## src/sv/bfra_pkg.sv

```systemverilog
package bfra_pkg;

  localparam int CAPACITY   = 2048;
  localparam int OWNER_BITS = 8;
  localparam int ADDR_W     = $clog2(CAPACITY);
  // wide enough to hold one past the end of the map
  localparam int CNT_W      = $clog2(CAPACITY + 2);
  localparam int TAG_W      = OWNER_BITS + 1;
  localparam int LEN_W      = 12;
  localparam int CMP_W      = (CNT_W > LEN_W) ? CNT_W : LEN_W;

  localparam logic [1:0] ST_DONE  = 2'd0;
  localparam logic [1:0] ST_NOFIT = 2'd1;
  localparam logic [1:0] ST_RANGE = 2'd2;

  localparam logic KIND_ALLOC = 1'b0;
  localparam logic KIND_FREE  = 1'b1;

  typedef logic [ADDR_W-1:0] addr_t;
  typedef logic [CNT_W-1:0]  cnt_t;

  typedef struct packed {
    logic clr;
    logic eval;
    logic empty;
    cnt_t idx;
  } bfra_eval_t;

  typedef struct packed {
    logic  found;
    logic  hit;
    addr_t start;
  } bfra_verdict_t;

endpackage

```

## src/sv/bfra_run_unit.sv

```systemverilog
module bfra_run_unit (
  input  logic                        clk,
  input  logic                        rst_n,
  input  bfra_pkg::bfra_eval_t        ev,
  input  logic [bfra_pkg::LEN_W-1:0]  len,
  output bfra_pkg::bfra_verdict_t     vd
);
  import bfra_pkg::*;

  cnt_t  run_r, run_nxt;
  addr_t run_start_r, run_start_nxt;
  cnt_t  best_len_r, best_len_nxt;
  addr_t best_start_r, best_start_nxt;
  logic  found_r, found_nxt;

  logic fits, better, take;

  always_comb begin
    fits   = CMP_W'(run_r) >= CMP_W'(len);
    better = !found_r || (run_r < best_len_r);
    take   = ev.eval && !ev.empty && fits && better;

    run_nxt        = run_r;
    run_start_nxt  = run_start_r;
    best_len_nxt   = best_len_r;
    best_start_nxt = best_start_r;
    found_nxt      = found_r;

    if (ev.clr) begin
      run_nxt   = '0;
      found_nxt = 1'b0;
    end else if (ev.eval) begin
      if (ev.empty) begin
        if (run_r == '0) begin
          run_start_nxt = ev.idx[ADDR_W-1:0];
        end
        run_nxt = run_r + cnt_t'(1);
      end else begin
        // a run just closed: judge it as a whole
        if (take) begin
          found_nxt      = 1'b1;
          best_len_nxt   = run_r;
          best_start_nxt = run_start_r;
        end
        run_nxt = '0;
      end
    end

    vd.found = found_nxt;
    vd.start = best_start_nxt;
    vd.hit   = take && (CMP_W'(run_r) == CMP_W'(len));
  end

  always_ff @(posedge clk) begin
    if (!rst_n) begin
      run_r   <= '0;
      found_r <= 1'b0;
    end else begin
      run_r   <= run_nxt;
      found_r <= found_nxt;
    end
    run_start_r  <= run_start_nxt;
    best_len_r   <= best_len_nxt;
    best_start_r <= best_start_nxt;
  end

endmodule

```

## config.mk

```make
export PLATFORM = sky130hd
export DESIGN_NAME = bfra_run_unit
export DESIGN_NICKNAME = d
export VERILOG_FILES = /design/src/sv/bfra_pkg.sv /design/src/sv/bfra_run_unit.sv
export SDC_FILE = /design/constraint.sdc
export NUM_CORES = 1
export LEC_CHECK = 0
export ABC_AREA = 1
export BUFFER_PORTS_ARGS = -buffer_cell sky130_fd_sc_hd__buf_4
export CORE_MARGIN = 5
export CORE_UTILIZATION = 60
export DETAILED_ROUTE_END_ITERATION = 10
export PLACE_DENSITY = 0.83
export SLEW_MARGIN = 20
export SYNTH_ARGS = -nofsm -noshare
export SYNTH_HDL_FRONTEND = slang
export SYNTH_SLANG_ARGS = --single-unit
export TNS_END_PERCENT = 30
```

## constraint.sdc

```tcl
create_clock -name clk -period 7.1 [get_ports clk]
set_input_delay 1.42 -clock clk [delete_from_list [all_inputs] [get_ports clk]]
set_output_delay 1.42 -clock clk [all_outputs]
set_load 0.01 [all_outputs]
```

Word-level counts from Yosys, hierarchy flattened
Index checks and enable logic that the tools add are counted.
Operators by class
  reduce and logical (&&, ||, !) cells: 11
  mux-type cells: 9
  $lt $le $gt $ge: 2
  $add $sub $neg: 1
  bitwise operators: 3
  equal/unequal tests: 1
Operators by type and width (count)
  $mux W11: 4
  $add A12 B1 Y12 const B: 1
  $eq A12 B12 Y1: 1
  $ge A12 B12 Y1: 1
  $logic_not A12 Y1: 1
  $lt A12 B12 Y1: 1
  $mux W12: 1
  $reduce_and A4 Y1: 2
  $logic_and A1 B1 Y1: 4
  $mux W1: 4
  $not A1 Y1: 3
  $logic_not A1 Y1: 2
  $reduce_or A2 Y1: 1
  $logic_or A1 B1 Y1: 1
Word-level totals
  register bits after elaboration: 47
  input port bits: 29
  logic and storage cells: 32

Longest topological paths before layout
  depth after elaboration: 8
  gate-level depth with buffers: 14

Least setup slack after synthesis
No wires, ideal clock.
  kind: in2out
  from: input len[11] in the netlist's numbering
  to: output vd[1] in the netlist's numbering
  path buffers: 1
  path slack: 3.037 ns
  cell stages on the path: 11
  data arrival time: 2.643 ns
  cells stage by stage: inv_1 -> ha_1 -> a21o_1 -> nor2_1 -> nand3_1 -> nor2_1 -> nor2_4 -> nand3_2 -> buf_6 -> nand2_1 -> nand2_1
RTL lines
  from (decl): line bfra_run_unit.sv:5  | input logic [bfra_pkg::LEN_W-1:0] len,
  to (decl): line bfra_run_unit.sv:6  | output bfra_pkg::bfra_verdict_t vd

==> flow_summary.toml <==
[run_status]
outcome = "completed"

[timing]
setup_viol = 0
maxSlewViolCount = 0
layout_min_cycle_time_ps = 4720
worstMarginPinSlew_ps = 470
fmax_ghz = 0.212
skew_ps = 8.97
final.setup.tns_ps = 0
min_period_over_period_pct = 66.5
slew_headroom_pct = 68.6
rsz0062_at_grt = "false"
final-hold-violation-count = 0

[detailed_routing]
num_vias = 1910
avgRoutedWirePerCell_um = 12.6
route.met3.wl_um = 266
drt_first_iter_violations = 64
met1_length_mm = 1.89
via_per_inst = 5.18
met2_length_mm = 2.40
highest_layer = "met4"
antenna_left = 0
drc = 0
routed_wl_mm = 4.64
first_pass_iters = 4

[placement]
dp_hpwl_mm = 3.69
gp_congestion = 0.820
port_buffers = 40

[power]
power.density_nw_per_um2 = 167
p_seq_share_pct = 60.9
ir_drop_mv = 0.141
power_mw = 0.471
switchingPower_mw = 0.101
p_leak_nw = 1.40
pwr-share-comb_pct = 6.2
swShare_pct = 21.5
intPower_mw = 0.370
clkPwrFrac_pct = 32.8

[logic_synthesis]
yosysWarnings = 0
ys_seq_area_share_pct = 48.8
synthTopCellsByArea = "edfxtp_1 (29%), dfxtp_1 (20%), ha_1 (13%), nand2_1 (11%), inv_1 (7.7%)"
yosys.area.top_type = "edfxtp_1"
synth-seq-cells = 47
syn_nets = 330
syn_inst = 276
synth_area_um2 = 2400
synth.distinct_cells = 28
avgSynthCellArea_um2 = 8.70
synth_top_area_share_pct = 28.8

[cts]
path_clk_slew_ps = 80
cts.sinks = 47
clock_path_buffers = 2
post_cts_resized = 0
cts_buffers = 5
ctsRootBufferMaster = "clkbuf_8"
cts_setup_buffers = 0
htree_levels = 2
cts_tree = "yes"
clock_latency_ps = 300
hold_buffers = 0

[global_route]
antenna_found_initial = 0
grt_max_degree = 15
track_usage_pct = 19.0
first_global_vias = 1828
grt_overflow = 0
grt_pass1_wl_mm = 7.82

[setup_path]
critPathKind = "primary input to output port"
cp-end-kind = "output port"
crit_path_max_incr_delay_ps = 290
cpMostUsedCell = "nand2_1"
start_kind = "primary input"
cp.arrival_ps = 3300
cpMaxStageDelayCell = "nand3_2"
worstPathRequired_ps = 5680
worstPathCellList = "buf_4, inv_1, ha_1, nand2_1, nor2_1, nand3_1, nand3_1, nor2_1, nor2_4, nand3_2, nand2_1, nand2_1, buf_4"
worstPathMaxFanout = 14

[final_layout]
fill_cells = 308
final_cell_mix = "nand2_1 (70), inv_1 (49), buf_4 (41)"
layout_commonest_cell = "nand2_1"
nets = 372
antennaDiodeCount = 0
area_delta_synth_final_pct = 17.6
drive_gt1_share_pct = 16.9

[die]
fp-row-count = 23
die_area_um2 = 5370
io_pins = 42
initial_core_util_pct = 60.9
fp.coreArea_um2 = 3940
fp.dieH_um = 73.3
die_width_um = 73.3

[run]
maxCapViolations = 0

[worst_hold_path]
hold_path.class = "flip-flop to flip-flop"
[power by group through the flow]
stage / sequential, mW / clock [mW] / combinational (mW)
global placement: 0.293 / 0 / 0.0284
CTS: 0.287 / 0.157 / 0.0297
floorplan: 0.293 / 0 / 0.0138
finish: 0.287 / 0.155 / 0.0294
detailed placement: 0.294 / 0 / 0.0296
global route: 0.288 / 0.166 / 0.0333
[state kept, by name, indices dropped and copies added, names as in the netlist]
name,count
best_len_r,12
best_start_r,11
found_r,1
run_r,12
run_start_r,11
[layer usage]
layer,up-vias,global-route usage (%)
met5,-,0
met4,0,8.20
met3,8,3.97
met2,54,33.0
met1,861,22.7
li1,987,-
[synthesized netlist by cell type]
cell and count:
or2_2 1, a211oi_1 1, edfxtp_1 23, buf_2 2
nand3_2 1, o21a_1 1, inv_2 1, ha_1 25
nor3_1 7, clkbuf_1 1, inv_1 49, nor3b_1 1
nor2_1 16, nor4_1 2, buf_4 2, a221oi_1 1
o21bai_1 1, buf_6 1, a21o_1 1, o21ai_0 4
nor2_4 2, nand2_2 1, dfxtp_1 24, a31oi_1 1
nand2_1 70, nand3_1 7, a21oi_1 17, nand4_1 13
[layout make-up]
class                           instances  area [um2]  area share (%)
Inverter                               50         188            6.65
Sequential cell                        47        1170            41.5
Timing Repair Buffer                   41         308            10.9
Clock buffer                            6        72.6            2.57
Clock inverter                          2        12.5           0.443
Multi-Input combinational cell        173        1010            35.7
Tap cell                               50        62.6            2.22
[worst paths after layout]
check | start | end | slack, ps | depth (start not counted)
worst max-delay path | len[7] | vd[3] | 2380 | 13
worst min-delay path | best_start_r[10] | best_start_r[10] | 460 | 2
worst max register to register | run_r[6] | best_len_r[5] | 4360 | 10
worst min register to register | best_start_r[10] | best_start_r[10] | 460 | 2
[critical path, delay by kind of cell]
family	cells	cell delay [ps]
and+or+nand+nor	9	1340
buffers and inverters	3	260
adders and majority gates	1	280
[through the flow]
step	cell area (um2)	hold WS [ps]	util, %	setup slack [ps]	std cells
2_1_floorplan	2400	452	-	3040	276
3_3_place_gp	2740	429	69.4	2410	361
3_5_place_dp	2740	434	69.4	2370	361
4_1_cts	2820	453	71.6	2380	369
5_1_grt	2820	491	71.6	2100	369
6_report	2820	456	71.6	2380	369
[kinds of logic (layout without fill, tap and decap cells)]
kind of cell | after synthesis | after routing | share of synthesized area (%)
simple gates | 121 | 121 | 22.5
buf+inv | 56 | 99 | 9.48
flops | 47 | 47 | 48.8
compound gates | 27 | 27 | 6.25
fa+ha+maj | 25 | 25 | 13.0
(Power assumes the default switching activity.)
